===== config.mk =====
export PLATFORM = sky130hd
export DESIGN_NAME = srm_acc
export DESIGN_NICKNAME = d
export VERILOG_FILES = /design/src/rtl/core/segment_range_map_macros.svh /design/src/rtl/core/srm_pkg.sv /design/src/rtl/core/srm_acc.sv
export SDC_FILE = /design/constraint.sdc
export NUM_CORES = 1
export LEC_CHECK = 0
export BUFFER_PORTS_ARGS = -buffer_cell sky130_fd_sc_hd__buf_2
export CAP_MARGIN = 40
export CORE_ASPECT_RATIO = 1.4
export CORE_MARGIN = 4
export CORE_UTILIZATION = 42
export CTS_BUF_LIST = sky130_fd_sc_hd__clkbuf_8
export DETAILED_ROUTE_END_ITERATION = 7
export PLACE_DENSITY = 0.72
export SLEW_MARGIN = 0
export SYNTH_ARGS = -nofsm -noshare
export SYNTH_HDL_FRONTEND = slang
export SYNTH_SLANG_ARGS = --single-unit
export TNS_END_PERCENT = 10

===== constraint.sdc =====
create_clock -name i_clk -period 4.41 [get_ports i_clk]
set_input_delay 0.2205 -clock i_clk [delete_from_list [all_inputs] [get_ports i_clk]]
set_output_delay 0.2205 -clock i_clk [all_outputs]
set_load 0.02 [all_outputs]

===== src/rtl/core/segment_range_map_macros.svh =====
// Assertion macros for the segment range map RTL.
// Used by the top level only; bodies vanish when SYNTHESIS is defined.
`ifndef SEGMENT_RANGE_MAP_MACROS_SVH
`define SEGMENT_RANGE_MAP_MACROS_SVH

`ifndef SYNTHESIS

// Same-cycle implication.
`define SRM_ASSERT_IMP(lbl, clk, rst_n, pre, post, msg) \
    lbl: assert property (@(posedge clk) disable iff (!rst_n) (pre) |-> (post)) \
        else $error(msg);

// Next-cycle implication.
`define SRM_ASSERT_NXT(lbl, clk, rst_n, pre, post, msg) \
    lbl: assert property (@(posedge clk) disable iff (!rst_n) (pre) |=> (post)) \
        else $error(msg);

`else

`define SRM_ASSERT_IMP(lbl, clk, rst_n, pre, post, msg)
`define SRM_ASSERT_NXT(lbl, clk, rst_n, pre, post, msg)

`endif

`endif


===== src/rtl/core/srm_pkg.sv =====
// Package for the segment range map: beat types, codes and defaults.
// No dependencies; used by srm_acc and segment_range_map.
package srm_pkg;

    localparam int ENTRIES_DEF        = 64;
    localparam int OBJECT_ID_BITS_DEF = 16;
    localparam int OBJ_FIELD_W        = 16;

    localparam logic [31:0] ADDR_ALL_ONES = 32'hFFFF_FFFF;

    localparam logic [1:0] KIND_MAIN  = 2'd0;
    localparam logic [1:0] KIND_DEBUG = 2'd1;
    localparam logic [1:0] KIND_TOP   = 2'd2;

    typedef enum logic [1:0] {
        OP_INSERT = 2'd0,
        OP_CLEAR  = 2'd1,
        OP_ADDR   = 2'd2,
        OP_NAME   = 2'd3
    } t_op;

    typedef enum logic [2:0] {
        ST_OK        = 3'd0,
        ST_OVERLAP   = 3'd1,
        ST_FULL      = 3'd2,
        ST_SKIPPED   = 3'd3,
        ST_NOT_FOUND = 3'd4,
        ST_OVERFLOW  = 3'd5
    } t_status;

    typedef enum logic [2:0] {
        S_INIT,
        S_IDLE,
        S_SCAN,
        S_WRITE,
        S_CLEAR,
        S_DONE
    } t_state;

    typedef struct packed {
        logic [1:0]             operation;
        logic [OBJ_FIELD_W-1:0] object_id;
        logic [1:0]             segment_kind;
        logic [31:0]            seg_start;
        logic [31:0]            seg_size;
        logic [31:0]            query_addr;
    } t_in_item;

    typedef struct packed {
        logic [2:0]             status;
        logic                   is_gap;
        logic [31:0]            region_start;
        logic [31:0]            region_end;
        logic [OBJ_FIELD_W-1:0] found_object;
        logic [1:0]             found_kind;
    } t_out_item;

    // Scan control from the sequencer to the accumulator.
    typedef struct packed {
        logic start;   // reset accumulators for a new scan
        logic en;      // read data of one entry is present this cycle
        t_op  op;
    } t_acc_ctrl;

    // Scan outcome from the accumulator (parameter-free part).
    typedef struct packed {
        logic        overlap;
        logic        slot_ok;
        logic        sel_ok;
        logic [31:0] lo;
        logic [31:0] hi;
        logic [31:0] sel_start;
        logic [31:0] sel_end;
        logic [1:0]  sel_kind;
    } t_acc_stat;

endpackage


===== src/rtl/core/srm_acc.sv =====
// Scan accumulator: folds one table entry per cycle into overlap, free slot,
// hit, gap bounds and best name match. Depends on srm_pkg.
module srm_acc #(
    parameter int IDX_W = 6,
    parameter int OBJ_W = 16
) (
    input  logic                 i_clk,
    input  logic                 i_rst_n,
    input  srm_pkg::t_acc_ctrl   i_ctrl,
    input  logic [IDX_W-1:0]     i_idx,
    input  logic                 i_e_valid,
    input  logic [31:0]          i_e_start,
    input  logic [31:0]          i_e_end,
    input  logic [OBJ_W-1:0]     i_e_obj,
    input  logic [1:0]           i_e_kind,
    input  logic [31:0]          i_q_start,
    input  logic [31:0]          i_q_end,
    input  logic [31:0]          i_q_addr,
    input  logic [OBJ_W-1:0]     i_q_obj,
    input  logic [1:0]           i_q_kind,
    output srm_pkg::t_acc_stat   o_stat,
    output logic [IDX_W-1:0]     o_slot,
    output logic [OBJ_W-1:0]     o_sel_obj
);

    logic             r_overlap, r_slot_ok, r_sel_ok;
    logic [IDX_W-1:0] r_slot;
    logic [31:0]      r_lo, r_hi, r_sel_start, r_sel_end;
    logic [OBJ_W-1:0] r_sel_obj;
    logic [1:0]       r_sel_kind;

    logic e_ovl, e_hit, e_name, take_sel, lo_upd, hi_upd;

    always_comb begin
        e_ovl  = i_e_valid && (i_q_start < i_e_end) && (i_e_start < i_q_end);
        e_hit  = i_e_valid && (i_q_addr >= i_e_start) && (i_q_addr < i_e_end);
        e_name = i_e_valid && (i_e_obj == i_q_obj) && (i_e_kind == i_q_kind);
        lo_upd = i_e_valid && (i_e_end <= i_q_addr) && (i_e_end > r_lo);
        hi_upd = i_e_valid && (i_e_start > i_q_addr) && (i_e_start < r_hi);
        case (i_ctrl.op)
            srm_pkg::OP_ADDR: take_sel = e_hit && !r_sel_ok;
            srm_pkg::OP_NAME: take_sel = e_name && (!r_sel_ok || (i_e_start < r_sel_start));
            default:          take_sel = 1'b0;
        endcase
    end

    always_ff @(posedge i_clk) begin
        if (!i_rst_n || i_ctrl.start) begin
            r_overlap <= 1'b0;
            r_slot_ok <= 1'b0;
            r_sel_ok  <= 1'b0;
            r_lo      <= '0;
            r_hi      <= srm_pkg::ADDR_ALL_ONES;
        end else if (i_ctrl.en) begin
            if (e_ovl) begin
                r_overlap <= 1'b1;
            end
            if (!i_e_valid && !r_slot_ok) begin
                r_slot_ok <= 1'b1;
            end
            if (take_sel) begin
                r_sel_ok <= 1'b1;
            end
            if (lo_upd) begin
                r_lo <= i_e_end;
            end
            if (hi_upd) begin
                r_hi <= i_e_start;
            end
        end
    end

    // Payload of the accumulator: no reset needed.
    always_ff @(posedge i_clk) begin
        if (i_ctrl.en) begin
            if (!i_e_valid && !r_slot_ok) begin
                r_slot <= i_idx;
            end
            if (take_sel) begin
                r_sel_start <= i_e_start;
                r_sel_end   <= i_e_end;
                r_sel_obj   <= i_e_obj;
                r_sel_kind  <= i_e_kind;
            end
        end
    end

    always_comb begin
        o_stat.overlap   = r_overlap;
        o_stat.slot_ok   = r_slot_ok;
        o_stat.sel_ok    = r_sel_ok;
        o_stat.lo        = r_lo;
        o_stat.hi        = r_hi;
        o_stat.sel_start = r_sel_start;
        o_stat.sel_end   = r_sel_end;
        o_stat.sel_kind  = r_sel_kind;
    end

    assign o_slot    = r_slot;
    assign o_sel_obj = r_sel_obj;

endmodule


; ---- Word level (Yosys, flattened, before mapping)
; Cells that the tools add are included.
[word_totals]
reg_bits = 155
latch_bits = 0
ram_bits = 0
romBits = 0
input_bits = 209
out_inout_bits = 155
elab_cells = 48
n_memories = 0
[classes]
addsub = 0
mul = 0
div = 0
order_cmp = 9
n_eq_ne = 4
n_shift = 0
mux = 1
n_bitwise = 0
n_reduce_logical = 24
[op_table]
columns = cell, count
row1 = less-than comparator 32 bit, 5
row2 = greater-than comparator 32 bit, 2
row3 = greater-or-equal comparator 32 bit, 1
row4 = less-or-equal comparator 32 bit, 1
row5 = equality test 16 bit, 1
row6 = logical AND 1 bit, 13
row7 = AND reduction 2 bit, 5
row8 = "equality test 2 bit, second input constant", 2
row9 = zero test 1 bit, 4
row10 = equality test 2 bit, 1
row11 = logical OR 1 bit, 2
row12 = case mux 1 bit (2 select lines), 1

; ---- Logic depth before layout (Yosys ltp)
; Gate-level depths: netlist of the first run.
[logic_depth]
depth_word = 6
ltp_mapped = 11
mapped_depth_nobuf = 9

; ---- Least setup slack after synthesis of the first run
; Ideal clock, no wire load.
[synth_timing]
path_type = register to register
startpoint = register r_sel_start[13]
endpoint = register r_sel_obj[0] (netlist: o_sel_obj[0]), enable pin
setup_time_ns = 0.439
arrival_time_ns = 3.644
required_ns = 3.971
slack_ns = 0.327
stages_incl_launch_ff = 9
n_path_buf = 0
synth_period_minus_slack_ns = 4.083
path_cell_list = edfxtp_1 -> inv_1 -> ha_1 -> a21o_1 -> a221o_1 -> a221oi_1 -> o221ai_1 -> a221oi_1 -> a21o_1
[synth_via]
elab_chain_cells = 5
[synth_lines]
columns = element, line_no
row1 = start: declaration, srm_acc.sv:28  ; logic [31:0] r_lo, r_hi, r_sel_start, r_sel_end;
row2 = start signal: assignment, srm_acc.sv:80  ; r_sel_start <= i_e_start;
row3 = less-than comparator 32 bit, srm_acc.sv:42  ; srm_pkg::OP_NAME: take_sel = e_name && (!r_sel_ok || (i_e_start < r_sel_start));
row4 = logical OR 1 bit, srm_acc.sv:42
row5 = logical AND 1 bit, srm_acc.sv:42
row6 = case mux 1 bit (2 select lines), srm_acc.sv:40  ; case (i_ctrl.op)
row7 = AND reduction 2 bit (no source line), -
row8 = end signal: assignment, srm_acc.sv:82  ; r_sel_obj <= i_e_obj;
row9 = end: declaration, srm_acc.sv:29  ; logic [OBJ_W-1:0] r_sel_obj;
; No other way between the ends.
; A chain may end at the register's enable or synchronous reset.

; ---- Final worst setup path of the first run
[layout_timing]
startpoint = input port i_e_end[1]
endpoint = register r_sel_start[30], enable pin
[layout_via]
elab_chain_cells = 5
[layout_lines]
columns = element, line_no
row1 = start: declaration, srm_acc.sv:13  ; input logic [31:0] i_e_end,
row2 = less-than comparator 32 bit, srm_acc.sv:36  ; e_hit = i_e_valid && (i_q_addr >= i_e_start) && (i_q_addr < i_e_end);
row3 = logical AND 1 bit, srm_acc.sv:36
row4 = logical AND 1 bit, srm_acc.sv:41  ; srm_pkg::OP_ADDR: take_sel = e_hit && !r_sel_ok;
row5 = case mux 1 bit (2 select lines), srm_acc.sv:40
row6 = AND reduction 2 bit (no source line), -
; No other way between the ends.

==> out/metrics.yaml, run 1 <==
detailed_routing:
  wl_met2_mm: 19.3
  drtPass1Iterations: 5
  vias: 10700
  met3WireLength_mm: 2.43
  drc: 0
  drt_wl_total_mm: 37.6
  drt-vias-per-instance: 5.57
  wl_per_cell_um: 19.5
  antenna_left: 0
  dr.first_iter.drc_count: 562
  top_layer: "met5"
  drt-met1-wl_mm: 14.4
global_route:
  grt_remaining_overflow: 0
  grt_max_degree: 35
  grt_pass1_vias: 10800
  grt_pass1_wl_mm: 57.9
  track_usage: 0.250
  antenna_found_initial: 6
logic_synthesis:
  yosysSeqAreaShare: 0.358
  netlist_area_um2: 11100
  syn_avg_cell_area_um2: 9.43
  yosysWarnings: 0
  yosys_register_bits: 155
  async_reset_ff_frac: 0
  synth_enable_flop_cells: 88
  synth_cells: 1179
  synth_ff_type: "edfxtp_1"
  synth_fp_nets: 1608
  ys_types: 60
die:
  io_pins: 364
  die-area_um2: 29200
  row_count: 70
  start_util: 0.426
  dieHeight_um: 201
  die_width_um: 146
  coreArea_um2: 26100
hold_path:
  hold_class: "input pin to register"
place:
  gp_routability_congestion: 0.887
  dp_hpwl_mm: 29.4
  place_inst: 1836
  io_buffer_count: 363
  place_area_um2: 13300
  post-place-ws_ns: 0.922
final_layout:
  final_cell_mix: "buf_2 (365), ha_1 (220), inv_1 (195), a21oi_1 (92), edfxtp_1 (88)"
  drive_above_1_share: 0.267
  fin_area_um2: 14200
  area_delta_synth_final_pct: 27.3
  instances_no_fill: 1921
  layout_commonest_cell: "buf_2"
  layout.nets: 2009
critical_path:
  r2r_slack_ns: 1.18
  end_kind: "register"
  arrival_ns: 3.70
  cp_slowest_cell: "a31o_2"
  path_cells: "dlygate4sd3_1 > buf_2 > ha_1 > nor2b_1 > o211ai_1 > a2111oi_0 > a211o_1 > a31o_2 > and3_1 > a21o_4 > buf_12"
  cp.required_ns: 4.60
  cpPeakStageDelay_ns: 0.67
  start_kind: "input pin"
  critPathMaxFanout: 34
  crit_type: "input pin to register"
sta:
  rsz0062_at_grt: "false"
  fmax_ghz: 0.285
  fin_setup_tns_ns: 0
  slew_headroom: 0.487
  finalSetupViolCount: 0
  report.final.slew_viol_count: 0
  period_needed_ns: 3.51
  post-route-period-util: 0.796
  finalHoldViolations: 0
  worst_slack_ns: 0.899
  worstMarginPinSlew_ns: 0.750
  fin_skew_ns: 0.0113
power:
  p_int_mw: 2.39
  seqPwrFrac: 0.448
  pwr-share-clk: 0.325
  switchingPower_mw: 1.11
  power_density_nw_per_um2: 247
  ir_drop_uv: 174
  p_total_mw: 3.50
  p_leak_nw: 7.02
  pwr-share-comb: 0.227
  p_sw_frac: 0.316
cts:
  clock_sinks: 155
  post_cts_resize_count: 0
  postCtsSetupBuffers: 0
  cts_buffers: 17
  cts_max_level: 4
  cts_root_buf: "clkbuf_8"
  insertion_delay_ns: 0.49
  clkSlewWorstSetupHoldPaths_ns: 0.09
  cts_buffer_depth: 2
  cts_tree: "built"
outcome:
  outcome: "finished clean"
run:
  max-cap-violations: 0
## state kept, by name, summed over array words and instances, names as in the netlist
| signal | flops |
|---|---|
| r_hi | 32 |
| r_lo | 32 |
| r_sel_end | 32 |
| r_sel_start | 32 |
| o_sel_obj | 16 |
| o_slot | 6 |
| r_sel_kind | 2 |
| r_overlap | 1 |
| r_sel_ok | 1 |
| r_slot_ok | 1 |
## logic make-up (layout without fill, tap and decap cells)
group	after synthesis	count (layout)	synth area share
and+or+nand+nor	264	264	0.131
AOI/OAI and AO/OA	284	284	0.162
xor gates and xnor gates	18	18	0.0142
buffers and inverters	238	652	0.0862
adders and majority gates	220	220	0.248
other	0	4	0
DFF	155	155	0.358
## synthesized netlist by cell type (4+ instances only)
cell | n | area [um2]
a2111oi_0 | 4 | 35.0
a211oi_1 | 7 | 52.6
a21o_1 | 34 | 255
a21oi_1 | 92 | 460
a221o_1 | 4 | 40.0
a31oi_1 | 7 | 43.8
and3_1 | 5 | 31.3
and4_1 | 5 | 43.8
buf_2 | 13 | 65.1
buf_4 | 6 | 45.0
clkbuf_1 | 17 | 63.8
dfxtp_1 | 67 | 1340
edfxtp_1 | 88 | 2640
ha_1 | 220 | 2750
inv_1 | 195 | 732
nand2_1 | 31 | 116
nand2b_1 | 6 | 37.5
nand3_1 | 78 | 390
nand4_1 | 72 | 450
nor2_1 | 21 | 78.8
nor2b_1 | 11 | 68.8
nor3_1 | 9 | 45.0
nor4_1 | 7 | 43.8
o211ai_1 | 7 | 52.6
o21a_1 | 4 | 30.0
o21ai_0 | 65 | 325
o31ai_1 | 32 | 240
or2_2 | 4 | 25.0
or3_1 | 7 | 43.8
xnor2_1 | 12 | 105
xor2_1 | 6 | 52.6
## stage by stage
stage | hold WS [ns] | util
global route | 0.00276 | 0.542
finish | 0.0150 | 0.542
detailed placement | 0.399 | 0.508
global placement | 0.397 | 0.508
CTS | 0.00275 | 0.541
floorplan | 0.319 | -
## metal layers
layer / track usage / up-vias
li1: - / 5131
met5: 0 / -
met4: 0.108 / 4
met3: 0.0565 / 83
met1: 0.281 / 5071
met2: 0.453 / 413
## critical path: cells and delay by family
| family | cells | cell delay, ns |
|---|---|---|
| compound gates | 5 | 1.74 |
| fa+ha+maj | 1 | 0.30 |
| buf+inv | 3 | 0.96 |
| simple gates | 2 | 0.45 |
## timing repair
| item | 4_1_cts | 5_1_grt |
|---|---|---|
| hold buffers | 47 | 1 |
| endpoints found under the hold margin | 47 | 1 |
| endpoints found under the setup margin | 0 | 0 |
## power by group through the flow
stage | sequential (mW) | clock (mW) | combinational [mW]
final | 1.57 | 1.14 | 0.795
after global routing | 1.57 | 1.22 | 0.885
after detailed placement | 1.60 | 0 | 0.755
after global placement | 1.60 | 0 | 0.729
after CTS | 1.57 | 1.15 | 0.792
after floorplan | 1.63 | 0 | 0.411
## worst paths after layout
kind                              from                   endpoint  depth (start not counted)
max                         i_e_end[1]  r_sel_start[30]$_DFFE_PP_                         11
min                        i_e_end[18]    r_sel_end[18]$_DFFE_PP_                          1
max reg2reg  r_sel_start[13]$_DFFE_PP_  r_sel_start[30]$_DFFE_PP_                          9
min reg2reg       r_lo[4]$_SDFFE_PP0P_       r_lo[4]$_SDFFE_PP0P_                          2
## cell type report
cell class / instances / area (um2)
diodes: 4 / 10.0
clock buffers: 17 / 234
clock inverters: 15 / 166
fillers: 2408 / 11900
inverters: 195 / 732
multi-input cells: 786 / 6200
flip-flops and latches: 155 / 3980
well taps: 324 / 405
repair buffers: 425 / 2420
(Power assumes the default switching activity.)
==> inputs of run 2 (changes only) <==
==> constraint.sdc (replaced) <==
create_clock -name i_clk -period 3.55 [get_ports i_clk]
set_input_delay 0.1775 -clock i_clk [delete_from_list [all_inputs] [get_ports i_clk]]
set_output_delay 0.1775 -clock i_clk [all_outputs]
set_load 0.02 [all_outputs]
==> out/metrics.yaml, run 2 (synthesis results as in run 1) <==
outcome:
  outcome: "finished clean"
power:
  p_leak_nw: 7.22  # +2.9%
  p_total_mw: 4.54  # +30%
  power_density_nw_per_um2: 311  # +26%
  ir_drop_uv: 210  # +21%
sta:
  rsz0062_at_grt: "false"
  period_needed_ns: 3.03
  fmax_ghz: 0.330
  worst_slack_ns: 0.518  # -0.381 ns
  worstMarginPinSlew_ns: 0.716  # -0.0342 ns
  finalSetupViolCount: 0  # unchanged
  report.final.slew_viol_count: 0  # unchanged
  fin_skew_ns: 0.0154  # +0.00405 ns
  slew_headroom: 0.523  # +0.0358
  fin_setup_tns_ns: 0  # unchanged
  finalHoldViolations: 0  # unchanged
  post-route-period-util: 0.854
die:
  coreArea_um2: 26100  # unchanged
  io_pins: 364  # unchanged
  row_count: 70  # unchanged
  die_width_um: 146  # unchanged
  dieHeight_um: 201  # unchanged
  start_util: 0.426  # unchanged
  die-area_um2: 29200  # unchanged
final_layout:
  fin_util: 0.559  # +0.0171
  layout_commonest_cell: "buf_2"
  area_delta_synth_final_pct: 31.3
  drive_above_1_share: 0.263  # -0.00455
  layout.nets: 2048  # +1.9%
  instances_no_fill: 1964  # +2.2%
  final_cell_mix: "buf_2 (365), ha_1 (220), inv_1 (197), a21oi_1 (92), edfxtp_1 (88)"
cts:
  postCtsSetupBuffers: 0  # unchanged
  cts_root_buf: "clkbuf_8"
  clock_sinks: 155  # unchanged
  cts_buffer_depth: 2  # unchanged
  clkSlewWorstSetupHoldPaths_ns: 0.09  # about the same
  cts_buffers: 17  # unchanged
  cts_max_level: 4  # unchanged
  cts_tree: "built"
  insertion_delay_ns: 0.48  # about the same
detailed_routing:
  vias: 10900  # +2.1%
  drt_wl_total_mm: 37.9  # +0.88%
  drtPass1Iterations: 5  # unchanged
  drt-vias-per-instance: 5.57  # -0.11%
  dr.first_iter.drc_count: 514  # -8.5%
  wl_per_cell_um: 19.3  # -1.3%
  antenna_left: 0  # unchanged
  drc: 0  # unchanged
global_route:
  grt_pass1_wl_mm: 59.6  # +2.9%
  grt_remaining_overflow: 0  # unchanged
  grt_max_degree: 60  # +71%
  antenna_found_initial: 8  # +2
  grt_pass1_vias: 11200  # +3.7%
  track_usage: 0.255  # +0.00446
place:
  post-place-ws_ns: 0.466  # -0.456 ns
  gp_routability_congestion: 0.896  # +0.99%
  io_buffer_count: 363  # unchanged
  dp_hpwl_mm: 29.1  # -1.2%
  place_inst: 1840  # +0.22%
critical_path:
  critPathMaxFanout: 23  # -32%
  cp.buffers_inverters: 3  # unchanged
  worstRegToRegCells: 9  # unchanged
  path_cells: "dlygate4sd3_1 > buf_2 > ha_1 > a21o_1 > a221o_1 > a221oi_1 > o221ai_1 > a221oi_1 > a21o_4 > buf_4"
  crit_type: "input pin to register"
  r2r_slack_ns: 0.53  # -0.65 ns
  start_kind: "input pin"
  cp_slowest_cell: "dlygate4sd3_1"
  worstReg2RegStart: "r_sel_start[13]$_DFFE_PP_"
  critPathTopFamily: "compound AO/OA/AOI/OAI gates"
  arrival_ns: 3.17  # -0.53 ns
  cp.required_ns: 3.69  # -0.91 ns
  end_kind: "register"
  cpMostUsedCell: "a221oi_1"
  worstReg2RegEnd: "r_sel_end[12]$_DFFE_PP_"
  cpPeakStageDelay_ns: 0.53  # -0.14 ns
hold_path:
  holdPathEnd: "r_sel_start[8]$_DFFE_PP_"
  hold_start: "i_e_start[8]"
  hold_path_depth: 1  # unchanged
  hold_class: "input pin to register"
run:
  max-cap-violations: 0  # unchanged
-- run 2: cell types whose count changed in the layout (fill, tap and decap cells not counted), moves of 3 or more --
cell           before  now
buf_4              10   14
bufinv_16           2    5
diode_2             4    8
dlygate4sd3_1      48   83
-- run 2: cell type report --
class	instances	area [um2]
Timing Repair Buffer	464	2800
Sequential cell	155	3980
Inverter	195	732
Antenna cell	8	20.0
Clock inverter	15	221
Multi-Input combinational cell	786	6200
Clock buffer	17	234
Tap cell	324	405
Fill cell	2324	11500
-- run 2: where the power goes --
| group | leakage [nW] | total [mW] | switching (mW) | internal [mW] |
|---|---|---|---|---|
| Combinational | 5.66 | 1.02 | 0.589 | 0.433 |
| Sequential | 1.34 | 1.95 | 0.0188 | 1.93 |
| Clock | 0.230 | 1.57 | 0.728 | 0.839 |
| Total | 7.22 | 4.54 | 1.34 | 3.20 |
-- run 2: worst reg2reg max path, cell delays in order (launching register included) --
cell and delay, ns:
edfxtp_1 0.40, inv_1 0.07, ha_1 0.23, a21o_1 0.18, a221o_1 0.34, a221oi_1 0.48
o221ai_1 0.17, a221oi_1 0.29, a21o_4 0.19, buf_4 0.32
-- run 2: repair_timing --
item	4_1_cts	5_1_grt
endpoints found under the hold margin	98	1
hold buffers	82	1
resized for setup	0	0
-- run 2: worst max-delay path by stage --
stage / cells past startpoint / from / end
after floorplan: 8 / r_sel_start[13]$_DFFE_PP_ / o_sel_obj[0]$_DFFE_PP_
after global placement: 9 / r_sel_start[13]$_DFFE_PP_ / r_sel_end[12]$_DFFE_PP_
after detailed placement: 9 / r_sel_start[13]$_DFFE_PP_ / r_sel_end[12]$_DFFE_PP_
after CTS: 9 / r_sel_start[13]$_DFFE_PP_ / r_sel_end[12]$_DFFE_PP_
after global routing: 9 / r_sel_start[13]$_DFFE_PP_ / r_sel_end[12]$_DFFE_PP_
final: 10 / i_e_start[13] / r_sel_end[12]$_DFFE_PP_
-- run 2: routing by layer --
| metal | wire length [um] | global-route usage |
|---|---|---|
| met5 | 0 | 0 |
| met3 | 2230 | 0.0467 |
| met1 | 14500 | 0.290 |
| met4 | 1640 | 0.113 |
| met2 | 19500 | 0.463 |
-- run 2: metrics by stage --
stage	cell area, um2	hold WS, ns
floorplan	11100	0.276
global placement	13300	0.354
detailed placement	13300	0.357
CTS	14600	0.000362
global route	14600	0.0123
finish	14600	0.0245
